$ cat src/hdl/led_matrix_row_scanner_macros.svh
// Assertion macros shared by the LED matrix row scanner RTL.
`ifndef LED_MATRIX_ROW_SCANNER_MACROS_SVH
`define LED_MATRIX_ROW_SCANNER_MACROS_SVH

// Same-cycle implication, sampled on clk and disabled while arst_n is low.
`define LMRS_ASSERT_NOW(label, ante, cons, msg) \
	label: assert property (@(posedge clk) disable iff (!arst_n) (ante) |-> (cons)) \
		else $error(msg);

// Next-cycle implication, sampled on clk and disabled while arst_n is low.
`define LMRS_ASSERT_NEXT(label, ante, cons, msg) \
	label: assert property (@(posedge clk) disable iff (!arst_n) (ante) |=> (cons)) \
		else $error(msg);

`endif

$ cat src/hdl/lmrs_pkg.sv
// Shared types and constants of the LED matrix row scanner.
package lmrs_pkg;

	localparam int ADDR_W       = 10;
	localparam int ROW_W        = 3;
	localparam int COL_W        = 6;
	localparam int IN_TDATA_W   = 16;
	localparam int IN_TUSER_W   = 2;
	localparam int OUT_FIELDS_W = 25;
	localparam int OUT_TDATA_W  = 32;
	localparam int CFG_DATA_W   = 16;
	localparam int CFG_INDEX_W  = 2;

	localparam int DEF_PANELS       = 8;
	localparam int DEF_SCAN_ROWS    = 8;
	localparam int DEF_BLINK_PERIOD = 30;

	localparam logic [1:0] OP_TICK    = 2'd0;
	localparam logic [1:0] OP_WRITE   = 2'd1;
	localparam logic [1:0] OP_RESTART = 2'd2;

	localparam logic [1:0] COLOR_RED   = 2'd0;
	localparam logic [1:0] COLOR_GREEN = 2'd1;

	localparam logic [CFG_INDEX_W-1:0] REG_COLOR_MODE     = 2'd0;
	localparam logic [CFG_INDEX_W-1:0] REG_ON_TIME        = 2'd1;
	localparam logic [CFG_INDEX_W-1:0] REG_HOLD_FRAMES    = 2'd2;
	localparam logic [CFG_INDEX_W-1:0] REG_UP_STEP_FRAMES = 2'd3;

	// Pixel write into one of the two column banks (top or bottom half).
	typedef struct packed {
		logic              we;
		logic              bank;
		logic [ADDR_W-1:0] addr;
		logic              data;
	} mem_wr_t;

	// Column read: the same word address is read from both banks.
	typedef struct packed {
		logic              en;
		logic [ADDR_W-1:0] addr;
	} mem_rd_t;

	typedef struct packed {
		logic tick;
		logic restart;
	} timer_ctl_t;

endpackage

$ cat src/hdl/lmrs_frame_mem.sv
// Two-bank pixel memory with a clearing sweep after reset.
module lmrs_frame_mem (
	input  logic             clk,
	input  logic             arst_n,
	input  lmrs_pkg::mem_wr_t wr,
	input  lmrs_pkg::mem_rd_t rd,
	output logic             top_bit,
	output logic             bottom_bit,
	output logic             clearing
);
	import lmrs_pkg::*;

	localparam int WORDS = 1 << ADDR_W;

	logic              mem_top [WORDS];
	logic              mem_bot [WORDS];
	logic              clr_busy_q;
	logic [ADDR_W-1:0] clr_addr_q;
	logic              we_top;
	logic              we_bot;
	logic [ADDR_W-1:0] waddr;
	logic              wdata;
	logic              top_q;
	logic              bot_q;

	always_ff @(posedge clk or negedge arst_n) begin
		if (!arst_n) begin
			clr_busy_q <= 1'b1;
			clr_addr_q <= '0;
		end else if (clr_busy_q) begin
			clr_addr_q <= clr_addr_q + 1'b1;
			if (clr_addr_q == {ADDR_W{1'b1}}) begin
				clr_busy_q <= 1'b0;
			end
		end
	end

	// The sweep clears the same word of both banks each cycle.
	always_comb begin
		we_top = clr_busy_q | (wr.we & ~wr.bank);
		we_bot = clr_busy_q | (wr.we & wr.bank);
		waddr  = clr_busy_q ? clr_addr_q : wr.addr;
		wdata  = clr_busy_q ? 1'b0 : wr.data;
	end

	always_ff @(posedge clk) begin
		if (we_top) begin
			mem_top[waddr] <= wdata;
		end
		if (rd.en) begin
			top_q <= mem_top[rd.addr];
		end
	end

	always_ff @(posedge clk) begin
		if (we_bot) begin
			mem_bot[waddr] <= wdata;
		end
		if (rd.en) begin
			bot_q <= mem_bot[rd.addr];
		end
	end

	assign top_bit    = top_q;
	assign bottom_bit = bot_q;
	assign clearing   = clr_busy_q;

endmodule

$ cat src/hdl/lmrs_frame_timer.sv
// Row index, status LED blink and scroll-step timing.
module lmrs_frame_timer #(
	parameter int SCAN_ROWS    = lmrs_pkg::DEF_SCAN_ROWS,
	parameter int BLINK_PERIOD = lmrs_pkg::DEF_BLINK_PERIOD
) (
	input  logic                       clk,
	input  logic                       arst_n,
	input  lmrs_pkg::timer_ctl_t       ctl,
	input  logic [7:0]                 hold_frames,
	input  logic [7:0]                 up_step_frames,
	output logic [lmrs_pkg::ROW_W-1:0] row,
	output logic                       step,
	output logic                       led
);
	import lmrs_pkg::*;

	localparam logic [4:0] BLINK_END  = 5'(BLINK_PERIOD);
	localparam logic [4:0] BLINK_HALF = 5'(BLINK_PERIOD / 2);
	localparam logic [4:0] UP_LIMIT   = 5'd16;
	localparam logic [4:0] UP_PARKED  = 5'd17;

	logic [ROW_W-1:0] row_q;
	logic [15:0]      frame_q;
	logic [4:0]       blink_q;
	logic [4:0]       up_q;
	logic             led_q;
	logic             step_q;

	logic [ROW_W:0] row_inc;
	logic           wrap;
	logic [4:0]     blink_inc;
	logic [4:0]     blink_nxt;
	logic           led_nxt;
	logic [15:0]    frame_inc;
	logic           hold_hit;
	logic           up_hit;
	logic [4:0]     up_stepped;
	logic [4:0]     up_nxt;

	always_comb begin
		row_inc   = {1'b0, row_q} + 1'b1;
		wrap      = row_inc >= (ROW_W + 1)'(SCAN_ROWS);
		blink_inc = blink_q + 5'd1;
		blink_nxt = (blink_inc >= BLINK_END) ? 5'd0 : blink_inc;
		if (blink_nxt == 5'd0) begin
			led_nxt = 1'b1;
		end else if (blink_nxt == BLINK_HALF) begin
			led_nxt = 1'b0;
		end else begin
			led_nxt = led_q;
		end
		frame_inc  = frame_q + 16'd1;
		hold_hit   = (hold_frames != 8'd0) && (frame_inc >= {8'd0, hold_frames});
		up_hit     = (up_q < UP_LIMIT) && (frame_inc >= {8'd0, up_step_frames});
		up_stepped = up_hit ? up_q + 5'd1 : up_q;
		up_nxt     = (up_stepped == UP_LIMIT) ? UP_PARKED : up_stepped;
	end

	always_ff @(posedge clk or negedge arst_n) begin
		if (!arst_n) begin
			row_q   <= '0;
			frame_q <= '0;
			blink_q <= '0;
			up_q    <= '0;
			led_q   <= 1'b0;
			step_q  <= 1'b0;
		end else if (ctl.tick) begin
			row_q  <= wrap ? '0 : row_inc[ROW_W-1:0];
			step_q <= 1'b0;
			if (wrap) begin
				blink_q <= blink_nxt;
				led_q   <= led_nxt;
				if (hold_hit) begin
					step_q  <= 1'b1;
					frame_q <= '0;
				end else begin
					step_q  <= up_hit;
					frame_q <= up_hit ? 16'd0 : frame_inc;
					up_q    <= up_nxt;
				end
			end
		end else if (ctl.restart) begin
			up_q <= '0;
		end
	end

	assign row  = row_q;
	assign step = step_q;
	assign led  = led_q;

endmodule

$ cat src/hdl/lmrs_col_shifter.sv
// Column sequencer: reads one column per cycle while the output is not stalled and shifts it out as a beat.
module lmrs_col_shifter #(
	parameter int PANELS = lmrs_pkg::DEF_PANELS
) (
	input  logic                             clk,
	input  logic                             arst_n,
	input  logic                             start,
	input  logic                             start_buf,
	input  logic [lmrs_pkg::ROW_W-1:0]       row,
	input  logic                             step,
	input  logic                             led,
	input  logic [1:0]                       color_mode,
	input  logic [15:0]                      on_time,
	output lmrs_pkg::mem_rd_t                rd,
	input  logic                             top_bit,
	input  logic                             bottom_bit,
	output logic                             busy,
	output logic                             m_valid,
	input  logic                             m_ready,
	output logic [lmrs_pkg::OUT_TDATA_W-1:0] m_data,
	output logic                             m_last
);
	import lmrs_pkg::*;

	localparam logic [COL_W-1:0] LAST_COL = COL_W'(PANELS * 8 - 1);

	logic                    active_q;
	logic [COL_W-1:0]        col_q;
	logic                    buf_q;
	logic [ROW_W-1:0]        row_q;
	logic                    valid_s1;
	logic                    last_s1;
	logic                    out_valid_q;
	logic                    out_last_q;
	logic [OUT_FIELDS_W-1:0] out_data_q;

	logic                    adv;
	logic                    issue;
	logic                    red_on;
	logic                    green_on;
	logic [OUT_FIELDS_W-1:0] beat;

	always_comb begin
		adv      = ~out_valid_q | m_ready;
		issue    = active_q & adv;
		red_on   = color_mode != COLOR_GREEN;
		green_on = color_mode != COLOR_RED;
		rd.en    = issue;
		rd.addr  = {buf_q, col_q[5:3], row_q, col_q[2:0]};
		beat     = {led, last_s1 & step, last_s1 ? on_time : 16'd0, row_q,
			green_on & bottom_bit, red_on & bottom_bit,
			green_on & top_bit, red_on & top_bit};
	end

	always_ff @(posedge clk or negedge arst_n) begin
		if (!arst_n) begin
			active_q    <= 1'b0;
			col_q       <= '0;
			valid_s1    <= 1'b0;
			last_s1     <= 1'b0;
			out_valid_q <= 1'b0;
			out_last_q  <= 1'b0;
		end else begin
			if (start) begin
				active_q <= 1'b1;
				col_q    <= '0;
			end else if (issue) begin
				col_q <= col_q + 1'b1;
				if (col_q == LAST_COL) begin
					active_q <= 1'b0;
				end
			end
			if (adv) begin
				valid_s1    <= issue;
				last_s1     <= issue && (col_q == LAST_COL);
				out_valid_q <= valid_s1;
				out_last_q  <= last_s1;
			end
		end
	end

	always_ff @(posedge clk) begin
		if (start) begin
			buf_q <= start_buf;
			row_q <= row;
		end
		if (adv && valid_s1) begin
			out_data_q <= beat;
		end
	end

	assign busy    = active_q | valid_s1;
	assign m_valid = out_valid_q;
	assign m_last  = out_last_q;
	assign m_data  = {(OUT_TDATA_W - OUT_FIELDS_W)'(0), out_data_q};

endmodule

$ cat src/hdl/led_matrix_row_scanner.sv
// Top level of the LED matrix row scanner.
// The block drives a multiplexed two-color LED panel from two 1-bit frame buffers.
// Input beats (s_axis) carry an opcode in tuser: a pixel write, a scan tick or a
// restart of the up-step count. Writes and restarts produce no output beat.
// A scan tick shifts out PANELS*8 column beats on m_axis, one per clock while
// m_axis_tready is high; tlast marks the final column, which also carries the
// row on-time and the scroll-step pulse. The first beat of a tick passes the column
// sequencer, the memory read register and the beat register before it is on m_axis.
// Without stalls a tick keeps the input side closed while the columns are read, one
// per cycle, and until the last one has left the memory read register.
// Writes and restarts leave the input side open.
// A stall on m_axis freezes the column sequencer and the memory read register,
// so no column is lost; the input side stays closed until the last column of
// the row has moved into the output register.
// After reset both frame buffers are cleared by a sweep over all 1024 words, one word
// of each bank per cycle, during which s_axis_tready is low. Configuration
// writes are taken at any time and should be made while the block is idle.
module led_matrix_row_scanner #(
	parameter int PANELS       = lmrs_pkg::DEF_PANELS,
	parameter int SCAN_ROWS    = lmrs_pkg::DEF_SCAN_ROWS,
	parameter int BLINK_PERIOD = lmrs_pkg::DEF_BLINK_PERIOD
) (
	input  logic                             clk,
	input  logic                             arst_n,
	// Configuration write port.
	input  logic                             cfg_wr_en,
	input  logic [lmrs_pkg::CFG_INDEX_W-1:0] cfg_index,
	input  logic [lmrs_pkg::CFG_DATA_W-1:0]  cfg_data,
	// Input stream.
	input  logic                             s_axis_tvalid,
	output logic                             s_axis_tready,
	// tdata: buffer_select[0], pixel_address[10:1], pixel_value[11], zero fill
	input  logic [lmrs_pkg::IN_TDATA_W-1:0]  s_axis_tdata,
	// tuser: opcode[1:0]
	input  logic [lmrs_pkg::IN_TUSER_W-1:0]  s_axis_tuser,
	// Output stream.
	output logic                             m_axis_tvalid,
	input  logic                             m_axis_tready,
	// tdata: red_top[0], green_top[1], red_bottom[2], green_bottom[3],
	// row_address[6:4], row_on_time[22:7], scroll_step[23], status_led[24], zero fill
	output logic [lmrs_pkg::OUT_TDATA_W-1:0] m_axis_tdata,
	output logic                             m_axis_tlast
);
	import lmrs_pkg::*;

	`include "led_matrix_row_scanner_macros.svh"

	logic [1:0]  color_mode_q;
	logic [15:0] on_time_q;
	logic [7:0]  hold_frames_q;
	logic [7:0]  up_step_frames_q;

	logic             accept;
	logic [1:0]       opcode;
	logic             buffer_select;
	logic [9:0]       pixel_address;
	logic             pixel_value;
	logic             clearing;
	logic             busy;
	logic             top_bit;
	logic             bottom_bit;
	logic [ROW_W-1:0] row;
	logic             step;
	logic             led;
	mem_wr_t          wr;
	mem_rd_t          rd;
	timer_ctl_t       tctl;

	// Registers reset to zero; a write to an index is taken at once.
	always_ff @(posedge clk or negedge arst_n) begin
		if (!arst_n) begin
			color_mode_q     <= '0;
			on_time_q        <= '0;
			hold_frames_q    <= '0;
			up_step_frames_q <= '0;
		end else if (cfg_wr_en) begin
			case (cfg_index)
				REG_COLOR_MODE:     color_mode_q     <= cfg_data[1:0];
				REG_ON_TIME:        on_time_q        <= cfg_data[15:0];
				REG_HOLD_FRAMES:    hold_frames_q    <= cfg_data[7:0];
				REG_UP_STEP_FRAMES: up_step_frames_q <= cfg_data[7:0];
				default: begin
				end
			endcase
		end
	end

	// The input side opens only when the memory sweep is done and no row is
	// being read, so a write can never overtake a pending column read.
	always_comb begin
		s_axis_tready = ~clearing & ~busy;
		accept        = s_axis_tvalid & s_axis_tready;
		opcode        = s_axis_tuser[1:0];
		buffer_select = s_axis_tdata[0];
		pixel_address = s_axis_tdata[10:1];
		pixel_value   = s_axis_tdata[11];
		tctl.tick     = accept && (opcode == OP_TICK);
		tctl.restart  = accept && (opcode == OP_RESTART);
		// Address bit 6 picks the top or bottom half, i.e. the bank.
		wr.we         = accept && (opcode == OP_WRITE);
		wr.bank       = pixel_address[6];
		wr.addr       = {buffer_select, pixel_address[9:7], pixel_address[5:0]};
		wr.data       = pixel_value;
	end

	lmrs_frame_mem u_mem (
		.clk        (clk),
		.arst_n     (arst_n),
		.wr         (wr),
		.rd         (rd),
		.top_bit    (top_bit),
		.bottom_bit (bottom_bit),
		.clearing   (clearing)
	);

	lmrs_frame_timer #(
		.SCAN_ROWS    (SCAN_ROWS),
		.BLINK_PERIOD (BLINK_PERIOD)
	) u_timer (
		.clk            (clk),
		.arst_n         (arst_n),
		.ctl            (tctl),
		.hold_frames    (hold_frames_q),
		.up_step_frames (up_step_frames_q),
		.row            (row),
		.step           (step),
		.led            (led)
	);

	lmrs_col_shifter #(
		.PANELS (PANELS)
	) u_shift (
		.clk        (clk),
		.arst_n     (arst_n),
		.start      (tctl.tick),
		.start_buf  (buffer_select),
		.row        (row),
		.step       (step),
		.led        (led),
		.color_mode (color_mode_q),
		.on_time    (on_time_q),
		.rd         (rd),
		.top_bit    (top_bit),
		.bottom_bit (bottom_bit),
		.busy       (busy),
		.m_valid    (m_axis_tvalid),
		.m_ready    (m_axis_tready),
		.m_data     (m_axis_tdata),
		.m_last     (m_axis_tlast)
	);

	`LMRS_ASSERT_NEXT(a_tick_starts_scan, tctl.tick, busy, "scan tick did not start a row")
	`LMRS_ASSERT_NOW(a_no_accept_in_sweep, clearing, !s_axis_tready, "input open during sweep")
	`LMRS_ASSERT_NOW(a_tail_only_on_last, m_axis_tvalid && !m_axis_tlast,
		m_axis_tdata[23] == 1'b0 && m_axis_tdata[22:7] == 16'd0,
		"on-time or step on a non-final column")

endmodule
$ cat config.mk
export PLATFORM = sky130hd
export DESIGN_NAME = led_matrix_row_scanner
export DESIGN_NICKNAME = d
export VERILOG_FILES = /design/src/hdl/lmrs_pkg.sv /design/src/hdl/lmrs_frame_mem.sv /design/src/hdl/lmrs_frame_timer.sv /design/src/hdl/lmrs_col_shifter.sv /design/src/hdl/led_matrix_row_scanner.sv
export VERILOG_INCLUDE_DIRS = /design/src /design/src/hdl
export SDC_FILE = /design/constraint.sdc
export NUM_CORES = 2
export LEC_CHECK = 0
export BUFFER_PORTS_ARGS = -buffer_cell sky130_fd_sc_hd__buf_4
export CAP_MARGIN = 30
export CORE_ASPECT_RATIO = 0.9
export CORE_UTILIZATION = 60
export DETAILED_ROUTE_END_ITERATION = 12
export PLACE_DENSITY = 0.76
export SLEW_MARGIN = 30
export SYNTH_ARGS = -nofsm -noshare
export SYNTH_HDL_FRONTEND = slang
export SYNTH_SLANG_ARGS = --single-unit
$ cat constraint.sdc
create_clock -name clk -period 76.8 [get_ports clk]
set_input_delay 15.36 -clock clk [delete_from_list [all_inputs] [get_ports clk]]
set_output_delay 15.36 -clock clk [all_outputs]
set_load 0.005 [all_outputs]
==> impl_metrics.json <==
{
  "crit_path_end_kind": "register",
  "irDropWorstVdd_mv": 0.0318,
  "min_to": "u_shift.out_data_q[24]",
  "cts_buffer_depth": 3,
  "whs_path_depth": 0,
  "placed_cell_area_sq_um": 95900,
  "syn_inst": 6476,
  "ff2ff_path_depth": 9,
  "die_width_um": 419,
  "synth.area.top_cells": "edfxtp_1 (66%), mux4_2 (13%), nor2_1 (8.5%), dfrtp_1 (2.3%), clkbuf_1 (1.8%)",
  "cts_resized": 0,
  "slowest_delay_ps": 870,
  "top_level_ports": 76,
  "grt.met1_usage_pct": 44.3,
  "rsz0062_at_grt": "false",
  "cp_slowest_cell": "buf_4",
  "grtUsageTotal_pct": 32.4,
  "finalClockSkew_ps": 27.6,
  "fin_crit_ps": 18600,
  "critPathMaxFanout": 244,
  "ys.flop_type": "edfxtp_1",
  "overflow": 0,
  "synth-edff-count": 2079,
  "worstHoldStart": "u_timer.led",
  "setup_violations": 0,
  "start_util_pct": 60.5,
  "nNetsFinal": 6325,
  "syn_area_sq_um": 94000,
  "avgSynthCellArea_sq_um": 14.5,
  "grt_max_degree": 265,
  "leakage_nw": 31.1,
  "use_met3_pct": 8.61,
  "vias": 57336,
  "synth_seq_cells": 2166,
  "drtIter0Drc": 9933,
  "dieHeight_um": 378,
  "io_buffers": 64,
  "final_common_cell": "nor2_1",
  "cts_root_buffer": "clkbuf_16",
  "cts_max_level": 4,
  "antenna_found_initial": 5,
  "num_rows": 137,
  "clk_latency_ps": 850,
  "powerDensity_nw_per_um2": 29.2,
  "critPathTopFamily": "buffers and inverters",
  "hold_buffers": 0,
  "postCtsSetupRepairBufs": 0,
  "yosysTopAreaCellShare_pct": 66.4,
  "drt_wl_total_um": 255000,
  "yosysSeqAreaShare_pct": 68.7,
  "grt_first_pass_wirelength_um": 367000,
  "cts_made_buffers": 200,
  "worstHoldPathType": "reg -> reg",
  "wl_per_cell_um": 30.0,
  "final_cell_mix": "nor2_1 (2121), edfxtp_1 (2079), mux4_2 (533)",
  "clk_pin_slew_ps": 60,
  "gp_congestion": 0.848,
  "timing.final.crit_share_pct": 24.2,
  "slew_violations": 0,
  "worst_slew_pin_slew_ps": 1100,
  "design_area_sq_um": 102000,
  "dp_hpwl_um": 131000,
  "hold_viol_final": 0,
  "status": "completed",
  "grt.busiest_layer": "met2",
  "remaining_drc_errors": 0,
  "firstDrtPassIters": 6,
  "dieArea_sq_um": 158000,
  "cp-start-kind": "primary input",
  "crit_type": "in -> reg",
  "grt_pass1_vias": 55130,
  "fmax_mhz": 53.8,
  "viasPerCell": 6.74,
  "synth_warnings": 0,
  "drtAntennaViolNets": 0,
  "r2r-start": "u_shift.col_q[0]",
  "cp_data_arrival_time_ps": 19100,
  "worst_ep_required_time_ps": 77300,
  "cts_tree": "done",
  "yosysTopAreaCell": "edfxtp_1",
  "ys_types": 79,
  "reg2reg_slack_ps": 70300,
  "core_area_sq_um": 155000,
  "crit_buf_inv": 6,
  "cts_num_sinks": 2166,
  "synth-async-reset-ratio_pct": 4.02,
  "area_growth_pct": 8.83,
  "drive_above_1_share_pct": 17.8,
  "max-slew-margin-rel_pct": 26.4,
  "cp_common_cell": "buf_12",
  "path_cells": "buf_4 -> nor2b_4 -> buf_12 -> buf_12 -> buf_4 -> buf_6 -> buf_12",
  "gr-usage-met2_pct": 49.9,
  "regToRegEndpoint": "u_mem.top_bit",
  "maxCapViolCount": 0,
  "tns_ps": 0
}
==> flip-flops by register name, summed over array words and instances (netlist names), 2 cells and up <==
name	flops
color_mode_q	2
hold_frames_q	8
on_time_q	16
u_mem.clr_addr_q	10
u_mem.mem_bot	1024
u_mem.mem_top	1024
u_shift.col_q	6
u_shift.out_data_q	25
u_shift.row_q	3
u_timer.blink_q	5
u_timer.frame_q	16
u_timer.row	3
u_timer.up_q	5
up_step_frames_q	8
==> report_power, final <==
group          internal (mW)  switching [mW]
combinational          0.311           0.374
clock                  0.541           0.432
sequential              1.31          0.0238
total                   2.16           0.830
==> stage by stage <==
step	instances	hold WS [ps]	setup WS (ps)	utilization [%]	total power, mW
after global routing	8506	466	58020	65.9	3.06
after floorplan	6482	421	2700	-	1.90
after global placement	8138	444	57070	61.6	2.02
after detailed placement	8143	448	56760	61.7	2.03
final	8507	457	58200	65.9	2.99
after CTS	8505	462	57660	65.8	2.98
==> Yosys cell counts (all sizes together) (4+ instances only) <==
| master | instances |
|---|---|
| a311oi | 6 |
| a221oi | 9 |
| clkbuf | 458 |
| a22o | 7 |
| o21a | 4 |
| mux2i | 79 |
| nor4 | 10 |
| buf | 137 |
| a31oi | 26 |
| nor3b | 4 |
| nor2b | 11 |
| dfrtp | 86 |
| a22oi | 18 |
| nor2 | 2137 |
| a32oi | 10 |
| xnor2 | 17 |
| mux4 | 540 |
| inv | 43 |
| o221ai | 19 |
| and2 | 29 |
| o31ai | 6 |
| nand2 | 306 |
| a21oi | 59 |
| nand2b | 18 |
| o2111ai | 10 |
| o21ai | 45 |
| edfxtp | 2079 |
| xor2 | 4 |
| a21o | 4 |
| ha | 23 |
| or3 | 7 |
| a2111oi | 9 |
| mux2 | 43 |
| o22ai | 23 |
| o41ai | 4 |
| and3 | 16 |
| nand4 | 26 |
| o211ai | 9 |
| a211oi | 18 |
| a41oi | 5 |
| nand3 | 47 |
| nor3 | 27 |
==> layout make-up <==
class / instances / area, sq um
Sequential cell: 2166 / 64600
Fill cell: 10622 / 53000
Multi-Input combinational cell: 3677 / 27100
Clock buffer: 265 / 5430
Tap cell: 2085 / 2610
Timing Repair Buffer: 172 / 1560
Clock inverter: 97 / 845
Inverter: 44 / 174
Antenna cell: 1 / 2.50
==> how the worst max path moves through the flow <==
stage,slack [ps],end,depth (start not counted),startpoint
2_1_floorplan,2700,u_mem.mem_bot[0],1,s_axis_tdata[11]
3_3_place_gp,57070,u_mem.mem_top[576],7,s_axis_tdata[11]
3_5_place_dp,56760,u_mem.mem_top[580],7,s_axis_tdata[11]
4_1_cts,57660,u_mem.mem_top[994],7,s_axis_tdata[11]
5_1_grt,58020,u_mem.mem_bot[931],7,s_axis_tdata[11]
6_report,58200,u_mem.mem_top[579],7,s_axis_tdata[11]
==> worst register-to-register path, cell delays in order, from the launching register on <==
cell and delay (ps):
dfrtp_4 950, buf_4 780, buf_12 570, buf_4 900
mux4_2 610, mux4_2 520, o2111ai_1 730, nand4_1 370
o41ai_2 440, o22ai_2 270
==> cells by family (layout without fill, tap and decap cells) <==
| family | Yosys count | count (layout) | synth area share [%] |
|---|---|---|---|
| simple gates | 2649 | 2649 | 11.1 |
| xor+xnor | 21 | 21 | 0.196 |
| other cells | 1 | 8 | 0.00399 |
| mux | 662 | 662 | 14.3 |
| buf+inv | 639 | 578 | 3.05 |
| compound gates | 315 | 315 | 2.35 |
| fa+ha+maj | 23 | 23 | 0.306 |
| flops | 2166 | 2166 | 68.7 |
==> layer usage <==
layer	wire length [um]	vias up	share of wire (%)
met4	11600	8	4.6
li1	-	23313	-
met1	88800	29079	35
met2	118000	4225	46
met3	36500	711	14
met5	56	-	0.022
Note: power is estimated with default switching activity, not from simulation.
